File: src/rtl/core/ilp_pkg.sv
`default_nettype none
// ---------------------------------------------------------------------------
// ilp_pkg
// shared types, codes and constants of the integer literal parser
// ---------------------------------------------------------------------------
package ilp_pkg;

  // output value width and default accumulator width
  localparam int unsigned NUMBER_WIDTH       = 64;
  localparam int unsigned VALUE_BITS_DEFAULT = 64;

  // error codes
  localparam logic [2:0] ERR_NONE     = 3'd0;
  localparam logic [2:0] ERR_OVERFLOW = 3'd1;
  localparam logic [2:0] ERR_OCTAL    = 3'd2;
  localparam logic [2:0] ERR_NO_HEX   = 3'd3;
  localparam logic [2:0] ERR_NO_BIN   = 3'd4;
  localparam logic [2:0] ERR_NAN      = 3'd5;

  // radix codes
  localparam logic [1:0] RX_DEC = 2'd0;
  localparam logic [1:0] RX_HEX = 2'd1;
  localparam logic [1:0] RX_OCT = 2'd2;
  localparam logic [1:0] RX_BIN = 2'd3;

  // one input byte
  typedef struct packed {
    logic [7:0] text_byte;
    logic       is_last;
  } item_t;

  // one parse result
  typedef struct packed {
    logic [NUMBER_WIDTH-1:0] number_value;
    logic [2:0]              error_code;
    logic [1:0]              radix_used;
    logic [7:0]              stop_byte;
    logic                    ended_by_text_end;
  } result_t;

endpackage : ilp_pkg
`default_nettype wire

File: src/rtl/core/ilp_in_stage.sv
`default_nettype none
// ---------------------------------------------------------------------------
// ilp_in_stage
// input register: holds one byte until the parse stage takes it
// ---------------------------------------------------------------------------
module ilp_in_stage (
  input  wire logic          clk,
  input  wire logic          rst,
  input  wire logic          in_valid,
  output logic               in_ready,
  input  wire ilp_pkg::item_t in_item,
  input  wire logic          take,
  output logic               held_valid,
  output ilp_pkg::item_t     held_item
);
  import ilp_pkg::*;

  // free when empty or emptied in this cycle
  assign in_ready = !held_valid || take;

  always_ff @(posedge clk) begin
    if (rst) begin
      held_valid <= 1'b0;
    end else if (in_ready) begin
      held_valid <= in_valid;
    end
  end

  always_ff @(posedge clk) begin
    if (in_ready && in_valid) begin
      held_item <= in_item;
    end
  end

endmodule : ilp_in_stage
`default_nettype wire

File: src/rtl/core/ilp_core.sv
`default_nettype none
// ---------------------------------------------------------------------------
// ilp_core
// token state and per-byte parse step
// ---------------------------------------------------------------------------
module ilp_core #(
  parameter int unsigned VALUE_BITS = ilp_pkg::VALUE_BITS_DEFAULT
) (
  input  wire logic           clk,
  input  wire logic           rst,
  input  wire logic           take,
  input  wire ilp_pkg::item_t item,
  output logic                res_flag,
  output ilp_pkg::result_t    res
);
  import ilp_pkg::*;

  localparam int unsigned VB = VALUE_BITS;

  // token phase codes
  localparam logic [1:0] PH_START = 2'd0;
  localparam logic [1:0] PH_MINUS = 2'd1;
  localparam logic [1:0] PH_ZERO  = 2'd2;
  localparam logic [1:0] PH_BODY  = 2'd3;

  localparam logic [7:0] CH_MINUS = 8'h2d;
  localparam logic [7:0] CH_SPACE = 8'h20;
  localparam logic [7:0] CH_X_LO  = 8'h78;
  localparam logic [7:0] CH_X_UP  = 8'h58;
  localparam logic [7:0] CH_B_LO  = 8'h62;

  // 16 means not a hex digit
  function automatic logic [4:0] digit_value(input logic [7:0] b);
    logic [4:0] d;
    d = 5'd16;
    if (b >= 8'h30 && b <= 8'h39) d = 5'(b - 8'h30);
    else if (b >= 8'h61 && b <= 8'h66) d = 5'(b - 8'h61 + 8'd10);
    else if (b >= 8'h41 && b <= 8'h46) d = 5'(b - 8'h41 + 8'd10);
    return d;
  endfunction

  logic [1:0]    phase, phase_next;
  logic [1:0]    radix_sel, radix_sel_next;
  logic [VB-1:0] acc, acc_next;
  logic          minus_seen, minus_seen_next;
  logic [2:0]    first_error, first_error_next;
  logic          skipping, skipping_next;
  logic          any_digit, any_digit_next;

  logic [7:0]    b;
  logic [4:0]    dv;
  logic [VB-1:0] dv_ext;
  logic          is_space;
  logic [4:0]    base_lim;
  logic [4:0]    skip_lim;
  logic [VB+3:0] acc_wide;
  logic [VB+3:0] prod;
  logic [VB+3:0] sum;
  logic          ovf;
  logic          do_end;
  logic          nan;
  logic [7:0]    end_stop;
  logic          end_text;
  logic [2:0]    err_final;
  logic [VB-1:0] mag;
  logic signed [VB-1:0] sval;

  assign b        = item.text_byte;
  assign dv       = digit_value(b);
  assign dv_ext   = VB'(dv[3:0]);
  assign is_space = (b == CH_SPACE) || (b >= 8'd9 && b <= 8'd13);
  assign acc_wide = {4'b0000, acc};

  // shift-add multiply by the radix and digit limits per radix; exact overflow test below
  always_comb begin
    case (radix_sel)
      RX_DEC:  begin prod = (acc_wide << 3) + (acc_wide << 1); base_lim = 5'd10; end
      RX_HEX:  begin prod = acc_wide << 4; base_lim = 5'd16; end
      RX_OCT:  begin prod = acc_wide << 3; base_lim = 5'd8; end
      default: begin prod = acc_wide << 1; base_lim = 5'd2; end
    endcase
    case (radix_sel)
      RX_HEX:  skip_lim = 5'd16;
      RX_BIN:  skip_lim = 5'd2;
      default: skip_lim = 5'd10;
    endcase
  end

  assign sum = prod + (VB + 4)'(dv[3:0]);
  assign ovf = |sum[VB+3:VB];

  always_comb begin
    phase_next       = phase;
    radix_sel_next   = radix_sel;
    acc_next         = acc;
    minus_seen_next  = minus_seen;
    first_error_next = first_error;
    skipping_next    = skipping;
    any_digit_next   = any_digit;
    do_end           = 1'b0;
    nan              = 1'b0;
    end_stop         = 8'd0;
    end_text         = 1'b0;

    case (phase)
      PH_START, PH_MINUS: begin
        if (phase == PH_START && b == CH_MINUS) begin
          minus_seen_next = 1'b1;
          phase_next      = PH_MINUS;
          if (item.is_last) begin
            nan = 1'b1; do_end = 1'b1; end_text = 1'b1;
          end
        end else if (phase == PH_MINUS && is_space) begin
          if (item.is_last) begin
            nan = 1'b1; do_end = 1'b1; end_text = 1'b1;
          end
        end else if (dv >= 5'd10) begin
          nan = 1'b1; do_end = 1'b1; end_stop = b;
        end else begin
          radix_sel_next = RX_DEC;
          acc_next       = dv_ext;
          any_digit_next = 1'b1;
          phase_next     = (dv == 5'd0) ? PH_ZERO : PH_BODY;
          if (item.is_last) begin
            do_end = 1'b1; end_text = 1'b1;
          end
        end
      end
      PH_ZERO: begin
        if (b == CH_X_LO || b == CH_X_UP || b == CH_B_LO || dv < 5'd10) begin
          if (b == CH_X_LO || b == CH_X_UP) begin
            radix_sel_next = RX_HEX;
            any_digit_next = 1'b0;
          end else if (b == CH_B_LO) begin
            radix_sel_next = RX_BIN;
            any_digit_next = 1'b0;
          end else if (dv < 5'd8) begin
            radix_sel_next = RX_OCT;
            acc_next       = dv_ext;
          end else begin
            radix_sel_next = RX_DEC;
            acc_next       = dv_ext;
          end
          phase_next = PH_BODY;
          if (item.is_last) begin
            do_end = 1'b1; end_text = 1'b1;
          end
        end else begin
          do_end = 1'b1; end_stop = b;
        end
      end
      default: begin
        if (skipping) begin
          if (dv >= skip_lim) begin
            do_end = 1'b1; end_stop = b;
          end
        end else if (radix_sel == RX_OCT && (dv == 5'd8 || dv == 5'd9)) begin
          if (first_error == ERR_NONE) first_error_next = ERR_OCTAL;
        end else if (dv < base_lim) begin
          any_digit_next = 1'b1;
          if (ovf) begin
            if (first_error == ERR_NONE) first_error_next = ERR_OVERFLOW;
            skipping_next = 1'b1;
          end else begin
            acc_next = sum[VB-1:0];
          end
        end else begin
          do_end = 1'b1; end_stop = b;
        end
        // a consumed last byte closes the literal
        if (!do_end && item.is_last) begin
          do_end = 1'b1; end_text = 1'b1;
        end
      end
    endcase

    // not a number: zero value, decimal
    if (nan) begin
      acc_next       = '0;
      radix_sel_next = RX_DEC;
      any_digit_next = 1'b1;
      if (first_error_next == ERR_NONE) first_error_next = ERR_NAN;
    end
  end

  // result fields from the closing state
  always_comb begin
    err_final = first_error_next;
    if (err_final == ERR_NONE && !any_digit_next) begin
      if (radix_sel_next == RX_HEX) err_final = ERR_NO_HEX;
      else if (radix_sel_next == RX_BIN) err_final = ERR_NO_BIN;
    end
    mag  = minus_seen_next ? (VB'(0) - acc_next) : acc_next;
    sval = mag;
    res.number_value      = NUMBER_WIDTH'(sval);
    res.error_code        = err_final;
    res.radix_used        = radix_sel_next;
    res.stop_byte         = end_stop;
    res.ended_by_text_end = end_text;
  end

  assign res_flag = do_end;

  always_ff @(posedge clk) begin
    if (rst || (take && do_end)) begin
      phase       <= PH_START;
      radix_sel   <= RX_DEC;
      acc         <= '0;
      minus_seen  <= 1'b0;
      first_error <= ERR_NONE;
      skipping    <= 1'b0;
      any_digit   <= 1'b0;
    end else if (take) begin
      phase       <= phase_next;
      radix_sel   <= radix_sel_next;
      acc         <= acc_next;
      minus_seen  <= minus_seen_next;
      first_error <= first_error_next;
      skipping    <= skipping_next;
      any_digit   <= any_digit_next;
    end
  end

endmodule : ilp_core
`default_nettype wire

File: src/rtl/core/ilp_out_stage.sv
`default_nettype none
// ---------------------------------------------------------------------------
// ilp_out_stage
// result register toward the receiver
// ---------------------------------------------------------------------------
module ilp_out_stage (
  input  wire logic             clk,
  input  wire logic             rst,
  input  wire logic             take,
  input  wire logic             res_flag,
  input  wire ilp_pkg::result_t res_in,
  output logic                  slot_free,
  output logic                  out_valid,
  input  wire logic             out_ready,
  output ilp_pkg::result_t      res_out
);
  import ilp_pkg::*;

  logic load;

  assign slot_free = !out_valid || out_ready;
  assign load      = take && res_flag;

  always_ff @(posedge clk) begin
    if (rst) begin
      out_valid <= 1'b0;
    end else if (slot_free) begin
      out_valid <= load;
    end
  end

  always_ff @(posedge clk) begin
    if (load) begin
      res_out <= res_in;
    end
  end

endmodule : ilp_out_stage
`default_nettype wire

File: src/rtl/core/integer_literal_parser_top.sv
`default_nettype none
// ---------------------------------------------------------------------------
// integer_literal_parser_top
// streaming integer literal parser, one text byte per transfer
// ---------------------------------------------------------------------------
// input channel: in_valid/in_ready with text_byte and is_last; one transfer
//   per byte. output channel: out_valid/out_ready with one result per
//   literal (value, error, radix, stop byte, text-end flag).
// a byte is taken into an input register, then parsed against the token
//   state, and a result lands in the output register.
// the result of a literal is registered in the result register once its
//   last byte has left the input register and been parsed.
// throughput: one byte per cycle while the receiver does not stall; the loop
//   that sets it is the token state update (accumulator times radix plus
//   digit, overflow test) in ilp_core.
// a stalled receiver holds the result register; while it is held the parse
//   stage takes no byte at all, the input register keeps its byte and
//   in_ready drops once the input register is full.
// reset (rst, synchronous): both registers empty, token state at start.
// ---------------------------------------------------------------------------
module integer_literal_parser_top #(
  parameter int unsigned VALUE_BITS = ilp_pkg::VALUE_BITS_DEFAULT
) (
  input  wire logic                             clk,
  input  wire logic                             rst,
  input  wire logic                             in_valid,
  output logic                                  in_ready,
  input  wire logic [7:0]                       text_byte,
  input  wire logic                             is_last,
  output logic                                  out_valid,
  input  wire logic                             out_ready,
  output logic signed [ilp_pkg::NUMBER_WIDTH-1:0] number_value,
  output logic [2:0]                            error_code,
  output logic [1:0]                            radix_used,
  output logic [7:0]                            stop_byte,
  output logic                                  ended_by_text_end
);
  import ilp_pkg::*;

  item_t   in_item;
  item_t   held_item;
  logic    held_valid;
  logic    take;
  logic    slot_free;
  logic    res_flag;
  result_t res_next;
  result_t res_q;

  assign in_item.text_byte = text_byte;
  assign in_item.is_last   = is_last;

  // a held byte is parsed when the result register can take a result
  assign take = held_valid && slot_free;

  ilp_in_stage u_in (
    .clk        (clk),
    .rst        (rst),
    .in_valid   (in_valid),
    .in_ready   (in_ready),
    .in_item    (in_item),
    .take       (take),
    .held_valid (held_valid),
    .held_item  (held_item)
  );

  ilp_core #(
    .VALUE_BITS (VALUE_BITS)
  ) u_core (
    .clk      (clk),
    .rst      (rst),
    .take     (take),
    .item     (held_item),
    .res_flag (res_flag),
    .res      (res_next)
  );

  ilp_out_stage u_out (
    .clk       (clk),
    .rst       (rst),
    .take      (take),
    .res_flag  (res_flag),
    .res_in    (res_next),
    .slot_free (slot_free),
    .out_valid (out_valid),
    .out_ready (out_ready),
    .res_out   (res_q)
  );

  assign number_value      = res_q.number_value;
  assign error_code        = res_q.error_code;
  assign radix_used        = res_q.radix_used;
  assign stop_byte         = res_q.stop_byte;
  assign ended_by_text_end = res_q.ended_by_text_end;

  // a held byte that is not parsed stays held
  a_held_kept: assert property (@(posedge clk) disable iff (rst)
    held_valid && !take |=> held_valid)
    else $error("held byte dropped");

  // not-a-number results carry zero in decimal
  a_nan_zero: assert property (@(posedge clk) disable iff (rst)
    out_valid && error_code == ERR_NAN |-> number_value == '0 && radix_used == RX_DEC)
    else $error("not-a-number result with value");

  // a literal closed by text end reports no stop byte
  a_text_end_stop: assert property (@(posedge clk) disable iff (rst)
    out_valid && ended_by_text_end |-> stop_byte == 8'd0)
    else $error("text end with stop byte");

endmodule : integer_literal_parser_top
`default_nettype wire

File: config.mk
export PLATFORM = sky130hd
export DESIGN_NAME = integer_literal_parser_top
export DESIGN_NICKNAME = d
export VERILOG_FILES = /design/src/rtl/core/ilp_pkg.sv /design/src/rtl/core/ilp_in_stage.sv /design/src/rtl/core/ilp_core.sv /design/src/rtl/core/ilp_out_stage.sv /design/src/rtl/core/integer_literal_parser_top.sv
export SDC_FILE = /design/constraint.sdc
export NUM_CORES = 1
export LEC_CHECK = 0
export BUFFER_PORTS_ARGS = -buffer_cell sky130_fd_sc_hd__buf_2
export CAP_MARGIN = 20
export CORE_AREA = 2 2 215 217
export DETAILED_ROUTE_END_ITERATION = 8
export DIE_AREA = 0 0 217 219
export GPL_ROUTABILITY_DRIVEN = 0
export SETUP_SLACK_MARGIN = 0.3
export SLEW_MARGIN = 20
export SYNTH_ARGS = -nofsm -noshare
export SYNTH_HDL_FRONTEND = slang
export SYNTH_HIERARCHICAL = 1
export SYNTH_SLANG_ARGS = --single-unit
File: constraint.sdc
create_clock -name clk -period 7.8 [get_ports clk]
set_clock_uncertainty 0.15 [all_clocks]
set_input_delay 0.39 -clock clk [delete_from_list [all_inputs] [get_ports clk]]
set_output_delay 0.39 -clock clk [all_outputs]
set_load 0.05 [all_outputs]
# Word-level counts from Yosys, hierarchy flattened
# Index checks and enable logic that the tools add are counted.
# W data, S select, Z words.
dict set report word_totals {
  romBits 0
  elab_cells 185
  reg_bits 163
  mem_count 0
  ram_bits 0
  output_inout_bits 80
  latch_bits 0
}
dict set report classes {
  n_mux 94
  n_mul 0
  reduce_logical 36
  add_sub_neg 8
  n_lt_le_gt_ge 13
  div_mod_pow 0
  eq_ne 17
  shifts 0
  bitwise_logic 1
}
# op n
set op_table {}
lappend op_table {{$mux W64} 12}
lappend op_table {{$pmux W68 S3} 1}
lappend op_table {{$pmux W64 S2} 1}
lappend op_table {{$add A67 B65 Y68} 1}
lappend op_table {{$add A68 B4 Y68} 1}
lappend op_table {{$mux W8} 8}
lappend op_table {{$sub A1 B64 Y64 const A} 1}
lappend op_table {{$mux W1} 37}
lappend op_table {{$mux W3} 12}
lappend op_table {{$eq A8 B7 Y1 const B} 3}
lappend op_table {{$mux W2} 12}
lappend op_table {{$eq A8 B6 Y1 const B} 2}
lappend op_table {{$ge A8 B7 Y1 const B} 2}
lappend op_table {{$le A8 B7 Y1 const B} 2}
lappend op_table {{$pmux W8 S2} 1}
lappend op_table {{$mux W5} 3}
lappend op_table {{$pmux W5 S3} 1}
lappend op_table {{$logic_and A1 B1 Y1} 12}
lappend op_table {{$add A5 B4 Y5 const B} 2}
lappend op_table {{$eq A5 B4 Y1 const B} 2}
lappend op_table {{$lt A5 B4 Y1 const B} 2}
lappend op_table {{$pmux W5 S2} 1}
lappend op_table {{$sub A5 B1 Y5 const B} 2}
lappend op_table {{$logic_not A3 Y1} 3}
lappend op_table {{other kinds (25)} 45}

# Longest topological paths before layout
dict set report logic_depth {
  ltp_word 18
  mapped_depth 32
}

# By module
# The synthesis kept the hierarchy.
# module cells_each seq_area_each_um2 instances area_per_inst_um2
set by_module_without_submodules {}
lappend by_module_without_submodules {ilp_core 2256 1481.4 1 15199.6}
lappend by_module_without_submodules {ilp_out_stage 83 2362.3 1 2392.3}
lappend by_module_without_submodules {ilp_in_stage 14 290.3 1 325.3}
lappend by_module_without_submodules {integer_literal_parser_top 1 0.0 1 6.3}

# Worst setup path after synthesis
# No wires, ideal clock.
dict set report synth_timing {
  path_type {register to register}
  from {register u_core.radix_sel[0]}
  to {register u_out/res_out[75] (netlist name), data pin}
  slack_ps -381
  required_time_ps 7383
  path_buffers 9
  arrival_time_ps 7764
  stages_incl_launch_ff 29
  path_cell_list {dfxtp_1 ha_1 buf_2 buf_2 buf_2 buf_2 buf_2 buf_1 clkbuf_1 buf_1 a21oi_1 ha_1 a21oi_1 or2_1 nor3_1 nand4_1 or4_1 buf_2 nor4_4 nand3_2 or4_1 and2_4 o211ai_1 mux2_2 nor4bb_1 nand4_1 nor4b_4 a41oi_1 xnor2_1}
}
# item line
set synth_lines {}
lappend synth_lines {{start, declared} ilp_core.sv:43} ;# logic [1:0] radix_sel, radix_sel_next;
lappend synth_lines {{start signal, assigned} ilp_core.sv:215} ;# radix_sel <= radix_sel_next;
lappend synth_lines {{end signal, assigned} ilp_out_stage.sv:34} ;# res_out <= res_in;
lappend synth_lines {{end, declared} ilp_out_stage.sv:15} ;# output ilp_pkg::result_t res_out

==> metrics.txt <==
status completed; Top-Level Pins 93; sequential element share of the synthesized area 23.1%; clock buffer count from CTS 17; DRT Pass-1 Iters 6; Worst slew margin 30.2%; antenna violations before repair 0; H-tree depth 4; Tcrit/Tclk final 94.9%; vias in the first global route 18.1k; via count 20.1k; Syn Std Cell Area 0.0179 mm^2; Power Total 0.00254 W; Async S/R FF share, synth 0%; Slew @ Worst Pin 1040 ps; crit-path max FO 12; Crit. End Element flop; Final setup viols 0; top cell type's share of synthesized area 14.6%; Clock Latency Late Sink 460 ps; leak pwr 7.55 nW; Sink Count 163; Reg2Reg Capture Point u_out/res_out[75]$_DFFE_PP_; DIE HEIGHT 219 um; number of synthesized flops with an enable pin 87; RSZ-0062 raised after global routing no; R2R depth 22; global route overflow 0; Synth area leaders edfxtp_1 (15%), dfxtp_1 (8.5%), nor2_1 (6.3%); nets 2545; Antenna Nets Post-Route 0; worst setup path startpoint u_core/acc[12]$_SDFFE_PP0P_; first-pass GRT wire length 107 mm; pin count of the biggest net entering global routing 73; Placement Rows 78; DP Wirelength 55.2 mm; die footprint 0.0475 mm^2; fmax 135 MHz; setup TNS 0 ps; HP Class input port to flop; Cell Pwr Density 125 mW/mm^2; Worst Setup Start Kind flop; CP Class flop to flop; DIE WIDTH 217 um; fin. max-slew vios 0; Top FF cell, synth edfxtp_1; Synth area leader edfxtp_1; #FFs+latches synth 163; post-synth cell types 103; number of vias per cell 6.57; Port Buffers 92; warnings from Yosys 6; reg2reg setup slack 390 ps; layout cells sized above 1 14.7%; Synthesized Nets 2449; count leader, synth nor2_1; final wirelength 70.7 mm; core area 0.0451 mm^2; R2R Path Start u_core/acc[12]$_SDFFE_PP0P_; max cap viols 0; Syn Area/Cell 7.61 um^2; CTS clk-pin slew, worst paths 70 ps; WP data arrival 7440 ps; Wirelength per Cell 23.1 um; CTS tree yes; top cells by count, synth nor2_1 (301), nand2_1 (194), a21oi_1 (180); residual DRC count 0; clock buffer depth 2; Req. time, crit path 7830 ps; Post-Synthesis Cells 2354; starting density of the core 39.8%; gr usage total 28.9%; area delta synth->final 13.4%; Ant. Diodes 0; minimum clock period 7410 ps; crit path capture u_out/res_out[75]$_DFFE_PP_; initial drt markers 2774; CTS Root Cell clkbuf_16; Final Hold Viols 0; worst vdd ir 0.000149 V
cell type report:
type	instances	area, um^2
clock buffer	19	433
tap	600	751
fill	4488	24800
sequential	163	4140
multi-input combinational	1988	13200
timing repair buffer	227	1510
inverter	53	199
clock inverter	13	124
worst min-delay path by stage:
stage | cells past startpoint | end | startpoint | slack (ps)
finish | 3 | u_in/held_valid$_SDFFE_PP0P_ | in_valid | 50
global route | 3 | u_in/held_valid$_SDFFE_PP0P_ | in_valid | 60
CTS | 3 | u_in/held_valid$_SDFFE_PP0P_ | in_valid | 30
detailed placement | 2 | u_core/first_error[0]$_SDFFE_PP0P_ | u_core/first_error[0]$_SDFFE_PP0P_ | 340
global placement | 2 | u_core/first_error[0]$_SDFFE_PP0P_ | u_core/first_error[0]$_SDFFE_PP0P_ | 330
floorplan | 2 | u_core/minus_seen$_SDFFE_PP0P_ | u_core/minus_seen$_SDFFE_PP0P_ | 300
through the flow:
step	worst slack, ps	cell area [um^2]	instances	hold slack, ps	util (%)
2_1_floorplan	303	18000	2354	301	-
3_3_place_gp	193	19400	3008	330	43.1
3_5_place_dp	242	19400	3008	343	43.1
4_1_cts	305	20100	3051	25.8	44.6
5_1_grt	260	20300	3063	57.5	45.1
6_report	395	20300	3063	52.7	45.1
layout by cell type (no fill, tap or decap), types with 35 or more instances in the layout:
cell type  instances
a221o_1           35
nand4_1           62
a211oi_1          66
ha_1              74
a21oi_1          178
nand2b_1          41
inv_1             51
nand3_1           43
buf_2             92
o21ai_0          119
dfxtp_1           69
buf_4            124
edfxtp_1          87
xor2_1            53
nor3_1            63
a31oi_1           43
nor2_1           298
a22oi_1           42
nand2_1          193
xnor2_1           78
mux2i_1           39
metal layers:
layer / global-route usage (%) / wire length, um / vias to the layer above / share of wire, %
met1: 42.5 / 31000 / 9467 / 44
li1: - / - / 9144 / -
met4: 10.1 / 2430 / 0 / 3.4
met5: 0 / 0 / - / 0
met2: 41.1 / 28100 / 1326 / 40
met3: 6.42 / 9140 / 177 / 13
worst max-delay path, stage by stage, from the launching register on:
cell      delay, ps
dfxtp_1         530
ha_1            390
a21oi_1         270
o21ai_1         200
a221o_1         390
buf_4           160
o211ai_1        330
a31oi_1         230
o221ai_1        330
o211ai_1        230
nor4_4          350
or4b_4          530
nor4b_4         390
mux2i_1         140
buf_4           210
a211oi_4        270
nor3_1          120
or4_1           620
or3_4           480
nor4b_4         230
buf_4           220
a41oi_1         150
xnor2_1         180
sequential cells by signal, indices dropped and copies added (netlist names):
| signal | flops |
|---|---|
| u_core/radix_sel | 2 |
| u_core/minus_seen | 1 |
| u_core/skipping | 1 |
| u_core/phase | 2 |
| u_out/out_valid | 1 |
| u_core/first_error | 3 |
| u_core/acc | 64 |
| u_in/held_valid | 1 |
| u_out/res_out | 78 |
| u_core/any_digit | 1 |
| u_in/held_item | 9 |
timing repair:
item	in CTS	in global routing
hold endpoints to repair	11	0
pin swaps	1	13
setup buffers	1	12
hold buffers	10	0
setup endpoints to repair	6	58
gates resized for setup	2	33
cell families (layout without fill, tap and decap cells):
| kind of cell | count (synthesis) | in the layout | synth area share [%] |
|---|---|---|---|
| xor gates and xnor gates | 131 | 131 | 6.40 |
| adders and majority gates | 82 | 82 | 5.81 |
| AOI/OAI and AO/OA | 805 | 805 | 31.4 |
| DFF | 163 | 163 | 23.1 |
| and+or+nand+nor | 925 | 925 | 26.2 |
| muxes | 45 | 45 | 2.55 |
| buffers and inverters | 203 | 312 | 4.59 |
power breakdown:
group / switching [W] / internal [W]
Clock: 0.000410 / 0.000419
Sequential: 0.0000421 / 0.000943
Combinational: 0.000493 / 0.000229
Total: 0.000945 / 0.00159
(Power assumes the default switching activity.)
